## src/rtl/core/msp_pkg.sv

```systemverilog
`timescale 1ns / 1ps
`default_nettype none

package msp_pkg;

  localparam int MAX_ROWS = 8;
  localparam int MAX_COLS = 8;
  localparam int ROW_W    = $clog2(MAX_ROWS);
  localparam int COL_W    = $clog2(MAX_COLS);
  localparam int DEPTH    = MAX_ROWS * MAX_COLS;
  localparam int DATA_W   = 32;
  localparam int SIZE_W   = 4;
  localparam int CFG_IDX_W = 4;

  localparam logic [CFG_IDX_W-1:0] REG_ROW_COUNT = CFG_IDX_W'(0);
  localparam logic [CFG_IDX_W-1:0] REG_COL_COUNT = CFG_IDX_W'(1);

  typedef logic [1:0] pc_t;

  localparam pc_t PC_LOAD = 2'd0;
  localparam pc_t PC_READ = 2'd1;
  localparam pc_t PC_EVAL = 2'd2;
  localparam pc_t PC_FIN  = 2'd3;

  typedef enum logic [1:0] {
    WAIT_NONE = 2'd0,
    WAIT_IN   = 2'd1,
    WAIT_OUT  = 2'd2
  } wait_t;

  typedef enum logic [1:0] {
    COND_ALWAYS    = 2'd0,
    COND_NOT_FINAL = 2'd1,
    COND_SCAN_MORE = 2'd2
  } cond_t;

  typedef struct packed {
    wait_t wt;
    logic  load_en;
    logic  rd_en;
    logic  eval_en;
    logic  fin_en;
    cond_t cond;
    pc_t   tgt;
  } ucode_t;

  typedef struct packed {
    logic in_rdy;
    logic load_go;
    logic rd_go;
    logic eval_go;
    logic fin_go;
  } ctrl_t;

  typedef struct packed {
    logic in_fire;
    logic final_elem;
    logic slot_free;
    logic scan_more;
  } status_t;

  function automatic logic [SIZE_W-1:0] eff_size(input logic [SIZE_W-1:0] v,
                                                 input logic [SIZE_W-1:0] limit);
    logic [SIZE_W-1:0] r;
    if (v == '0) begin
      r = SIZE_W'(1);
    end else if (v > limit) begin
      r = limit;
    end else begin
      r = v;
    end
    return r;
  endfunction

endpackage

`default_nettype wire

```

## src/rtl/core/matrix_saddle_point_search_core.sv

```systemverilog
`timescale 1ns / 1ps
`default_nettype none

// Channel  | Ports                                              | Word
// ---------+----------------------------------------------------+-------------------------
// in       | in_valid, in_ready, in_element_value               | one element, row-major
// out      | out_valid, out_ready, out_point_*, out_last_result | one saddle point/marker
// cfg      | cfg_valid, cfg_ready, cfg_index, cfg_data          | row_count / col_count
//
// Loading takes one element per cycle while in_valid is high; the microcode load step
// repeats in place. The final element starts a scan with a read and an evaluate step
// per stored entry, then a finish step; no element is taken until the scan is through.
// Reset is synchronous; it sets both sizes to 8 and restarts loading.
// A stalled output holds the scan in its evaluate or finish step.

module matrix_saddle_point_search_core
  import msp_pkg::*;
(
  input  logic                     clk,
  input  logic                     rst_n,
  input  logic                     in_valid,
  output logic                     in_ready,
  input  logic signed [DATA_W-1:0] in_element_value,
  output logic                     out_valid,
  input  logic                     out_ready,
  output logic signed [DATA_W-1:0] out_point_value,
  output logic [SIZE_W-1:0]        out_point_row,
  output logic [SIZE_W-1:0]        out_point_col,
  output logic                     out_point_found,
  output logic                     out_last_result,
  input  logic                     cfg_valid,
  output logic                     cfg_ready,
  input  logic [CFG_IDX_W-1:0]     cfg_index,
  input  logic [SIZE_W-1:0]        cfg_data
);

  ctrl_t   ctrl;
  status_t status;

  assign cfg_ready = 1'b1;
  assign in_ready  = ctrl.in_rdy;

  msp_seq u_seq (
    .clk    (clk),
    .rst_n  (rst_n),
    .status (status),
    .ctrl   (ctrl)
  );

  msp_datapath u_dp (
    .clk              (clk),
    .rst_n            (rst_n),
    .ctrl             (ctrl),
    .status           (status),
    .in_valid         (in_valid),
    .in_element_value (in_element_value),
    .cfg_fire         (cfg_valid && cfg_ready),
    .cfg_index        (cfg_index),
    .cfg_data         (cfg_data),
    .out_valid        (out_valid),
    .out_ready        (out_ready),
    .out_point_value  (out_point_value),
    .out_point_row    (out_point_row),
    .out_point_col    (out_point_col),
    .out_point_found  (out_point_found),
    .out_last_result  (out_last_result)
  );

endmodule

`default_nettype wire

```

## src/rtl/core/msp_ucode_rom.sv

```systemverilog
`timescale 1ns / 1ps
`default_nettype none

module msp_ucode_rom
  import msp_pkg::*;
(
  input  pc_t    pc,
  output ucode_t word
);

  always_comb begin
    case (pc)
      PC_LOAD: word = '{wt: WAIT_IN, load_en: 1'b1, rd_en: 1'b0, eval_en: 1'b0,
                        fin_en: 1'b0, cond: COND_NOT_FINAL, tgt: PC_LOAD};
      PC_READ: word = '{wt: WAIT_NONE, load_en: 1'b0, rd_en: 1'b1, eval_en: 1'b0,
                        fin_en: 1'b0, cond: COND_ALWAYS, tgt: PC_EVAL};
      PC_EVAL: word = '{wt: WAIT_OUT, load_en: 1'b0, rd_en: 1'b0, eval_en: 1'b1,
                        fin_en: 1'b0, cond: COND_SCAN_MORE, tgt: PC_READ};
      PC_FIN:  word = '{wt: WAIT_OUT, load_en: 1'b0, rd_en: 1'b0, eval_en: 1'b0,
                        fin_en: 1'b1, cond: COND_ALWAYS, tgt: PC_LOAD};
      default: word = '{wt: WAIT_NONE, load_en: 1'b0, rd_en: 1'b0, eval_en: 1'b0,
                        fin_en: 1'b0, cond: COND_ALWAYS, tgt: PC_LOAD};
    endcase
  end

endmodule

`default_nettype wire

```

## src/rtl/core/msp_seq.sv

```systemverilog
`timescale 1ns / 1ps
`default_nettype none

module msp_seq
  import msp_pkg::*;
(
  input  logic    clk,
  input  logic    rst_n,
  input  status_t status,
  output ctrl_t   ctrl
);

  pc_t    pc_r, pc_nxt;
  ucode_t word;
  logic   stall;
  logic   take;

  msp_ucode_rom u_rom (
    .pc   (pc_r),
    .word (word)
  );

  always_comb begin
    case (word.wt)
      WAIT_IN:  stall = !status.in_fire;
      WAIT_OUT: stall = !status.slot_free;
      default:  stall = 1'b0;
    endcase
  end

  always_comb begin
    case (word.cond)
      COND_ALWAYS:    take = 1'b1;
      COND_NOT_FINAL: take = !status.final_elem;
      COND_SCAN_MORE: take = status.scan_more;
      default:        take = 1'b1;
    endcase
  end

  always_comb begin
    ctrl.in_rdy  = (word.wt == WAIT_IN);
    ctrl.load_go = word.load_en && !stall;
    ctrl.rd_go   = word.rd_en && !stall;
    ctrl.eval_go = word.eval_en && !stall;
    ctrl.fin_go  = word.fin_en && !stall;
  end

  always_comb begin
    if (stall) begin
      pc_nxt = pc_r;
    end else if (take) begin
      pc_nxt = word.tgt;
    end else begin
      pc_nxt = pc_r + pc_t'(1);
    end
  end

  always_ff @(posedge clk) begin
    if (!rst_n) begin
      pc_r <= PC_LOAD;
    end else begin
      pc_r <= pc_nxt;
    end
  end

endmodule

`default_nettype wire

```

## src/rtl/core/msp_datapath.sv

```systemverilog
`timescale 1ns / 1ps
`default_nettype none

module msp_datapath
  import msp_pkg::*;
(
  input  logic                     clk,
  input  logic                     rst_n,
  input  ctrl_t                    ctrl,
  output status_t                  status,
  input  logic                     in_valid,
  input  logic signed [DATA_W-1:0] in_element_value,
  input  logic                     cfg_fire,
  input  logic [CFG_IDX_W-1:0]     cfg_index,
  input  logic [SIZE_W-1:0]        cfg_data,
  output logic                     out_valid,
  input  logic                     out_ready,
  output logic signed [DATA_W-1:0] out_point_value,
  output logic [SIZE_W-1:0]        out_point_row,
  output logic [SIZE_W-1:0]        out_point_col,
  output logic                     out_point_found,
  output logic                     out_last_result
);

  logic [SIZE_W-1:0] rows_r, cols_r;
  logic [SIZE_W-1:0] rows_eff, cols_eff;

  logic [ROW_W-1:0] ld_row_r;
  logic [COL_W-1:0] ld_col_r;
  logic signed [DATA_W-1:0] run_min_r;

  logic signed [DATA_W-1:0] mem [DEPTH];
  logic signed [DATA_W-1:0] row_min_r [MAX_ROWS];
  logic signed [DATA_W-1:0] col_max_r [MAX_COLS];
  logic signed [DATA_W-1:0] rd_data_r;

  logic [ROW_W-1:0] scan_row_r;
  logic [COL_W-1:0] scan_col_r;

  logic                     pend_v_r;
  logic signed [DATA_W-1:0] pend_val_r;
  logic [ROW_W-1:0]         pend_row_r;
  logic [COL_W-1:0]         pend_col_r;

  logic                     out_valid_r;
  logic signed [DATA_W-1:0] out_val_r;
  logic [SIZE_W-1:0]        out_row_r, out_col_r;
  logic                     out_found_r, out_last_r;

  logic [ROW_W-1:0] r_use;
  logic [COL_W-1:0] c_use;
  logic             restart;
  logic             c_last, r_last;
  logic signed [DATA_W-1:0] new_min;
  logic [COL_W-1:0] cm_idx;
  logic signed [DATA_W-1:0] cm_rd;
  logic             hit;
  logic             scan_col_last, scan_row_last;
  logic             cfg_hit;

  assign rows_eff = eff_size(rows_r, SIZE_W'(MAX_ROWS));
  assign cols_eff = eff_size(cols_r, SIZE_W'(MAX_COLS));

  assign restart = ({1'b0, ld_row_r} >= rows_eff) || ({1'b0, ld_col_r} >= cols_eff);
  assign r_use   = restart ? '0 : ld_row_r;
  assign c_use   = restart ? '0 : ld_col_r;
  assign c_last  = ({1'b0, c_use} == cols_eff - SIZE_W'(1));
  assign r_last  = ({1'b0, r_use} == rows_eff - SIZE_W'(1));

  assign new_min = (c_use == '0 || in_element_value < run_min_r) ? in_element_value
                                                                 : run_min_r;

  assign cm_idx = ctrl.in_rdy ? c_use : scan_col_r;
  assign cm_rd  = col_max_r[cm_idx];

  assign hit = (rd_data_r == row_min_r[scan_row_r]) && (rd_data_r == cm_rd);

  assign scan_col_last = ({1'b0, scan_col_r} == cols_eff - SIZE_W'(1));
  assign scan_row_last = ({1'b0, scan_row_r} == rows_eff - SIZE_W'(1));

  assign cfg_hit = cfg_fire && (cfg_index == REG_ROW_COUNT || cfg_index == REG_COL_COUNT);

  always_comb begin
    status.in_fire    = in_valid && ctrl.in_rdy;
    status.final_elem = c_last && r_last;
    status.slot_free  = !out_valid_r || out_ready;
    status.scan_more  = !(scan_col_last && scan_row_last);
  end

  always_ff @(posedge clk) begin
    if (!rst_n) begin
      rows_r <= SIZE_W'(MAX_ROWS);
      cols_r <= SIZE_W'(MAX_COLS);
    end else if (cfg_fire) begin
      if (cfg_index == REG_ROW_COUNT) begin
        rows_r <= cfg_data;
      end
      if (cfg_index == REG_COL_COUNT) begin
        cols_r <= cfg_data;
      end
    end
  end

  always_ff @(posedge clk) begin
    if (!rst_n) begin
      ld_row_r  <= '0;
      ld_col_r  <= '0;
      run_min_r <= '0;
    end else if (cfg_hit) begin
      ld_row_r  <= '0;
      ld_col_r  <= '0;
      run_min_r <= '0;
    end else if (ctrl.load_go) begin
      if (!c_last) begin
        ld_row_r  <= r_use;
        ld_col_r  <= c_use + COL_W'(1);
        run_min_r <= new_min;
      end else if (!r_last) begin
        ld_row_r  <= r_use + ROW_W'(1);
        ld_col_r  <= '0;
        run_min_r <= new_min;
      end else begin
        ld_row_r  <= '0;
        ld_col_r  <= '0;
        run_min_r <= '0;
      end
    end
  end

  always_ff @(posedge clk) begin
    if (ctrl.load_go) begin
      mem[{r_use, c_use}] <= in_element_value;
    end
  end

  always_ff @(posedge clk) begin
    if (ctrl.rd_go) begin
      rd_data_r <= mem[{scan_row_r, scan_col_r}];
    end
  end

  always_ff @(posedge clk) begin
    if (ctrl.load_go) begin
      if (r_use == '0 || in_element_value > cm_rd) begin
        col_max_r[c_use] <= in_element_value;
      end
      if (c_last) begin
        row_min_r[r_use] <= new_min;
      end
    end
  end

  always_ff @(posedge clk) begin
    if (ctrl.load_go && c_last && r_last) begin
      scan_row_r <= '0;
      scan_col_r <= '0;
    end else if (ctrl.eval_go) begin
      if (scan_col_last) begin
        scan_col_r <= '0;
        scan_row_r <= scan_row_r + ROW_W'(1);
      end else begin
        scan_col_r <= scan_col_r + COL_W'(1);
      end
    end
  end

  always_ff @(posedge clk) begin
    if (!rst_n) begin
      pend_v_r <= 1'b0;
    end else if (ctrl.eval_go && hit) begin
      pend_v_r <= 1'b1;
    end else if (ctrl.fin_go) begin
      pend_v_r <= 1'b0;
    end
  end

  always_ff @(posedge clk) begin
    if (ctrl.eval_go && hit) begin
      pend_val_r <= rd_data_r;
      pend_row_r <= scan_row_r;
      pend_col_r <= scan_col_r;
    end
  end

  always_ff @(posedge clk) begin
    if (!rst_n) begin
      out_valid_r <= 1'b0;
    end else if ((ctrl.eval_go && hit && pend_v_r) || ctrl.fin_go) begin
      out_valid_r <= 1'b1;
    end else if (out_ready) begin
      out_valid_r <= 1'b0;
    end
  end

  always_ff @(posedge clk) begin
    if (ctrl.eval_go && hit && pend_v_r) begin
      out_val_r   <= pend_val_r;
      out_row_r   <= SIZE_W'(pend_row_r) + SIZE_W'(1);
      out_col_r   <= SIZE_W'(pend_col_r) + SIZE_W'(1);
      out_found_r <= 1'b1;
      out_last_r  <= 1'b0;
    end else if (ctrl.fin_go) begin
      out_last_r <= 1'b1;
      if (pend_v_r) begin
        out_val_r   <= pend_val_r;
        out_row_r   <= SIZE_W'(pend_row_r) + SIZE_W'(1);
        out_col_r   <= SIZE_W'(pend_col_r) + SIZE_W'(1);
        out_found_r <= 1'b1;
      end else begin
        out_val_r   <= '0;
        out_row_r   <= '0;
        out_col_r   <= '0;
        out_found_r <= 1'b0;
      end
    end
  end

  assign out_valid       = out_valid_r;
  assign out_point_value = out_val_r;
  assign out_point_row   = out_row_r;
  assign out_point_col   = out_col_r;
  assign out_point_found = out_found_r;
  assign out_last_result = out_last_r;

endmodule

`default_nettype wire

```

## config.mk

```make
export PLATFORM = sky130hd
export DESIGN_NAME = matrix_saddle_point_search_core
export DESIGN_NICKNAME = d
export VERILOG_FILES = /design/src/rtl/core/msp_pkg.sv /design/src/rtl/core/matrix_saddle_point_search_core.sv /design/src/rtl/core/msp_ucode_rom.sv /design/src/rtl/core/msp_seq.sv /design/src/rtl/core/msp_datapath.sv
export SDC_FILE = /design/constraint.sdc
export NUM_CORES = 2
export LEC_CHECK = 0
export BUFFER_PORTS_ARGS = -buffer_cell sky130_fd_sc_hd__buf_2
export CAP_MARGIN = 20
export CORE_ASPECT_RATIO = 0.9
export CORE_MARGIN = 2
export CORE_UTILIZATION = 35
export DETAILED_ROUTE_END_ITERATION = 8
export GPL_ROUTABILITY_DRIVEN = 0
export PLACE_DENSITY = 0.52
export SYNTH_ARGS = -nofsm -noshare
export SYNTH_HDL_FRONTEND = slang
export SYNTH_HIERARCHICAL = 1
export SYNTH_SLANG_ARGS = --single-unit
```

## constraint.sdc

```tcl
create_clock -name clk -period 10.62 [get_ports clk]
set_clock_uncertainty 0.1 [all_clocks]
set_input_delay 2.124 -clock clk [delete_from_list [all_inputs] [get_ports clk]]
set_output_delay 2.124 -clock clk [all_outputs]
set_load 0.01 [all_outputs]
```

# Word level (Yosys, flattened, before mapping)
# Memory sizes are Yosys's and may differ from the RTL's. A register that Yosys moved wholly into a read port is not among the register bits.
# Cells that the tools add are included.
# W data, S select, Z words.
# totals
register_bits,136
mem_bits_rw,2560
in_bits,45
word_cells,131
memories,3
# mem_list
name,words,width,rd,rd_ports_with_merged_regs,wr,line,text
u_dp.mem,64,32,1,1,1,msp_datapath.sv:32,logic signed [DATA_W-1:0] mem [DEPTH];
u_dp.col_max_r,8,32,1,0,1,msp_datapath.sv:34,logic signed [DATA_W-1:0] col_max_r [MAX_COLS];
u_dp.row_min_r,8,32,1,1,1,msp_datapath.sv:33,logic signed [DATA_W-1:0] row_min_r [MAX_ROWS];
# classes
addsub,9
magnitude_cmp,6
eq_ne,14
mux,42
bitwise,1
n_reduce_logical,38
# ops
cell,count
$mux W32,6
$eq A32 B32 Y1,2
$mux W4,10
$pmux W10 S4,1
$gt A32 B32 Y1,1
$lt A32 B32 Y1,1
$mux W3,9
$eq A3 B4 Y1,4
$logic_and A1 B1 Y1,13
$mux W1,13
$add A3 B1 Y3 const B,4
$logic_not A4 Y1,3
$add A3 B1 Y4 const B,2
$eq A2 B2 Y1 const B,4
$ge A3 B4 Y1,2
$gt A4 B4 Y1 const B,2
$sub A4 B1 Y4 const B,2
$eq A2 B1 Y1 const B,3
$logic_not A1 Y1,6
$logic_not A3 Y1,2
$logic_or A1 B1 Y1,6
$reduce_and A2 Y1,3
$reduce_bool A2 Y1,3
$eq A4 B1 Y1 const B,1
other kinds (6),7

# Longest topological paths before layout
# An unclocked memory read counts as a cell.
# logic_depth
depth_word,14
depth_mapped,28
depth_no_buf,26

# Hierarchy
# The synthesis kept the hierarchy.
# modules_own_cells
module,instances,cells_each,area_per_inst_um2
msp_datapath,1,5040,107744.6
msp_seq,1,31,255.2
msp_ucode_rom,1,10,67.6
matrix_saddle_point_search_core,1,2,11.3

# Worst setup path after synthesis
# No wires, ideal clock.
# synth_timing
path_type,register to register
from,register u_dp.ld_col_r[0]
to,memory u_dp.col_max_r[5][0] (enable)
setup_ps,533
arrival_time_ps,8380
required_ps,9987
path_slack_ps,1607
path_stages_with_launch,27
synth_period_minus_slack_ps,9013
path_cell_list,dfxtp_1 > clkbuf_1 > inv_1 > clkbuf_1 > ha_1 > a31oi_1 > nor2_2 > nor4_4 > buf_2 > buf_1 > o21ai_0 > nand2_1 > nand2_1 > a32o_1 > ha_1 > a21oi_1 > nor2b_1 > o21ai_0 > nand2b_1 > a21oi_1 > nor2b_1 > o21ai_0 > nand2b_1 > a21oi_1 > o221ai_1 > clkbuf_1 > o311ai_0
# synth_between
elab_chain_cells,10
elab_cells_between_ends,12
classes_between,order compare (2); mux (6); reduce/logical (3); memory (1)
# synth_lines
item,line,text
start: declaration,msp_datapath.sv:29,logic [COL_W-1:0] ld_col_r;
start signal: assignment,msp_datapath.sv:116,ld_col_r <= c_use + COL_W'(1);
$ge A3 B4 Y1,msp_datapath.sv:64,"assign restart = ({1'b0, ld_row_r} >= rows_eff) || ({1'b0, ld_col_r} >= cols_eff);"
$logic_or A1 B1 Y1,msp_datapath.sv:64,
$mux W3,msp_datapath.sv:66,assign c_use = restart ? '0 : ld_col_r;
$mux W3,msp_datapath.sv:73,assign cm_idx = ctrl.in_rdy ? c_use : scan_col_r;
$mem_v2 Z8 W32,-,
$gt A32 B32 Y1,msp_datapath.sv:144,if (r_use == '0 || in_element_value > cm_rd) begin
$logic_or A1 B1 Y1,msp_datapath.sv:144,
$mux W1,msp_datapath.sv:144,
$mux W1,msp_datapath.sv:143,if (ctrl.load_go) begin
$mux W1 (not written as such),msp_datapath.sv:145,col_max_r[c_use] <= in_element_value;
end: declaration,msp_datapath.sv:34,
# Parallel ways exist; a longest one is shown, timed or not.

# Worst setup path after layout
# layout_timing
from,register u_dp.cols_r[1]
to,memory u_dp.col_max_r[1][26] (enable)
# layout_between
elab_chain_cells,13
elab_cells_between_ends,16
classes_between,order compare (3); mux (8); reduce/logical (4); memory (1)
# layout_lines
item,line,text
start: declaration,msp_datapath.sv:25,"logic [SIZE_W-1:0] rows_r, cols_r;"
start signal: assignment,msp_datapath.sv:93,cols_r <= SIZE_W'(MAX_COLS);
start signal: assignment,msp_datapath.sv:99,cols_r <= cfg_data;
$gt A4 B4 Y1,msp_pkg.sv:67,end else if (v > limit) begin
$mux W4,msp_pkg.sv:67,
$mux W4 (*),msp_pkg.sv:65,if (v == '0) begin
$ge A3 B4 Y1 (*),msp_datapath.sv:64,
$logic_or A1 B1 Y1 (*),msp_datapath.sv:64,
$mux W3,msp_datapath.sv:66,
$mux W3,msp_datapath.sv:73,
$mem_v2 Z8 W32,-,
$gt A32 B32 Y1,msp_datapath.sv:144,
$logic_or A1 B1 Y1,msp_datapath.sv:144,
$mux W1,msp_datapath.sv:144,
$mux W1,msp_datapath.sv:143,
$mux W1 (not written as such),msp_datapath.sv:145,
# Every way passes the cells marked *; elsewhere a longest branch is shown, timed or not.

==> metrics.txt <==
DRC viols 0; clk slew on worst S/H paths 0.06 ns; maximum VDD drop 0.213 mV; share of layout cells above drive strength 1 28.6%; kind of critical path reg -> reg; via count 55000; status finished clean; die span in x 590 um; Fin. Hold Viols 0; clock buffer depth 4; Ports 90; Pre-antenna DRT Iters 7; Pwr Density 227 nW/um^2; pin count of the biggest net entering global routing 93; Post-Route Hold Slack 0.397 ns; Setup Fix Bufs, Post-CTS 0; post-synthesis net count 5211; insertion delay to the later sink of the worst-skew pair 0.87 ns; Die ar. 313000 um^2; overall global routing resource usage 20.5%; data required time at the worst endpoint 10.98 ns; Slew @ Worst Pin 1.15 ns; Yosys cell types 105; die height 531 um; Worst R2R Setup Slack 3.16 ns; CP Launch Type flip-flop; first-pass GRT wire length 448000 um; Core Region 307000 um^2; WL per Instance 33.4 um; synthesized area per cell 21.3 um^2; RSZ-0062 raised after global routing false; crit path max fanout 32; Post-Syn Instances 5083; placed inst area 115000 um^2; Critical R2R Launch u_dp/cols_r[1]; WP data arrival 7.82 ns; CP Launch Point u_dp/cols_r[1]; H-tree depth 5; detailed placement HPWL 192000 um; setup violators final 0; number of buffers created by CTS 291; hold buffers post-CTS 0; Yosys warning count 6; Post-synth top flop edfxtp_1; Setup crit end u_dp/col_max_r[1][26]; DR iter-0 viols 7662; root buffer cell clkbuf_16; post-route cell area 124000 um^2; total clock sinks 2731; count of standard-cell rows 193; Synth Register Bits 2731; R2R depth 21; Slew headroom 23.2%; GRT overflow 0; Fill cells 27100; Post-synth EDFFs 2670; Starting Density 35.2%; PortBufs 88; Layout Nets 5543; final worst path period share 70.2%; post-synthesis async set-or-reset flop share 0%; Hold Crit Class reg -> reg; Post-Route WL 325000 um; Hold Path Depth 2; crit end category flip-flop; register area 81400 um^2; Post-Syn Area 108000 um^2; maxcap violations 0; Seq/Total Area, Yosys 75.3%; Lkg Pwr 38.5 nW; number of global-route vias before repair 54800; Routed Antenna Nets 0; Layout Area Growth over Synthesis 14.7%; fin crit period 7.46 ns; setup total negative slack 0 ns; initial antenna violation count 27; commonest cells after routing, fill and taps aside edfxtp_1 (2670), mux4_2 (712), clkbuf_16 (298); f_max 134 MHz; Slew Viols, Final 0; multi-input logic area 25900 um^2; RR Endpoint u_dp/col_max_r[1][26]; Post-CTS Resized 0; DR vias/cell 5.65; commonest non-fill, non-tap cell in the layout edfxtp_1; CTS tree done
==> how the worst min path moves through the flow <==
stage / from / slack (ns) / endpoint
after detailed placement: u_dp/run_min_r[22] / 0.39 / u_dp/run_min_r[22]
after global routing: u_dp/run_min_r[15] / 0.43 / u_dp/run_min_r[15]
after CTS: u_dp/pend_val_r[6] / 0.40 / u_dp/out_point_value[6]
final: u_dp/out_last_result / 0.40 / u_dp/out_last_result
after floorplan: u_dp/scan_col_r[2] / 0.31 / u_dp/pend_col_r[2]
after global placement: u_dp/run_min_r[26] / 0.38 / u_dp/run_min_r[26]
==> state kept, by name (all words and copies together), names as in the netlist, 2 cells and up, named ones only <==
register              cells
u_dp/ld_col_r             3
u_dp/col_max_r          256
u_dp/ld_row_r             3
u_dp/scan_row_r           3
u_dp/rows_r               4
u_dp/pend_row_r           3
u_dp/pend_val_r          32
u_dp/rd_data_r           32
u_dp/scan_col_r           3
u_dp/pend_col_r           3
u_dp/cols_r               4
u_dp/run_min_r           32
u_dp/out_point_value     32
u_seq/pc_r                2
u_dp/out_point_row        4
u_dp/row_min_r          256
u_dp/mem               2048
u_dp/out_point_col        4
==> cell families after synthesis <==
logic type	after synthesis	share of synthesized area [%]
fa+ha+maj	83	0.961
simple gates	583	2.72
compound gates	455	3.05
buf+inv	329	1.32
other cells	1	0.00347
mux	834	16.1
xor+xnor	67	0.543
flops	2731	75.3
==> critical path: stages, from the launching register on <==
cell and delay, ns:
dfxtp_1 0.33, nor2_1 0.13, nor2_1 0.06, nor2_1 0.29, ha_1 0.30, a31oi_1 0.25
or2_2 0.22, nand3_1 0.51, o22ai_2 0.56, buf_4 0.43, nor2_1 0.13, nor4b_1 0.16
a211oi_1 0.62, ha_1 0.53, nand4_1 0.19, or2_2 0.34, nor3_1 0.31, a21boi_1 0.64
nand3_1 0.15, o31a_1 0.14, o211ai_1 0.09, buf_4 0.50
==> cells in the mapped netlist (6+ instances only) <==
library cell     n  area [um^2]
a21oi_1         90          450
xnor2_1         42          368
buf_4           11         82.6
a31oi_1         10         62.6
buf_1           56          210
o211ai_1        26          195
dfxtp_1         61         1220
a22o_1          33          289
a31o_2           6         52.6
mux2i_1         64          641
a211oi_1        15          113
and3_1          13         81.3
or3_1           10         62.6
o21a_1          16          120
o21ai_1          8         40.0
nor3_1          27          135
nand2_1        114          428
xor2_1          25          219
mux2_2          54          608
nand4_1         30          188
a21o_1          24          180
nand3_1         38          190
nor2_1         188          706
buf_6           10          113
buf_2           42          210
nor4_1          13         81.3
nor2b_1         27          169
o22ai_1         23          144
o21ai_0         78          390
o31a_1           6         52.6
a2bb2oi_1        6         52.6
nand2b_1        33          206
clkbuf_1       142          533
ha_1            83         1040
or2_2            9         56.3
o221ai_1        16          140
o211a_1          6         60.1
mux4_2         712        16000
edfxtp_1      2670        80200
inv_1           65          244
o31ai_1          8         60.1
a221oi_1        13          114
and2_1          44          275
==> metrics by stage <==
step / std cells / power (W) / setup slack (ns) / utilization (%)
global route: 9726 / 0.0290 / 2.72 / 40.3
CTS: 9720 / 0.0284 / 3.26 / 40.3
detailed placement: 9215 / 0.0185 / 3.31 / 37.4
finish: 9733 / 0.0281 / 3.16 / 40.3
global placement: 9215 / 0.0185 / 3.54 / 37.4
floorplan: 5083 / 0.0161 / 1.61 / -
==> routing by layer <==
layer | wire length [um] | GRT usage (%)
met1 | 142000 | 29.9
met2 | 149000 | 31.9
met3 | 26200 | 3.95
met4 | 7730 | 4.78
met5 | 13 | 0
==> cell type report <==
type                            instances  share of cell area [%]
Antenna cell                           11                  0.0222
Clock buffer                          361                    6.23
Clock inverter                        144                    1.08
Inverter                               66                   0.200
Multi-Input combinational cell       2023                    20.9
Sequential cell                      2731                    65.7
Tap cell                             4095                    4.13
Timing Repair Buffer                  302                    1.74
==> report_power, final <==
| part | switching, W | internal [W] |
|---|---|---|
| Combinational | 0.00347 | 0.00266 |
| Clock | 0.00415 | 0.00572 |
| Sequential | 0.000124 | 0.0120 |
| Total | 0.00774 | 0.0204 |
Note: power is estimated with default switching activity, not from simulation.
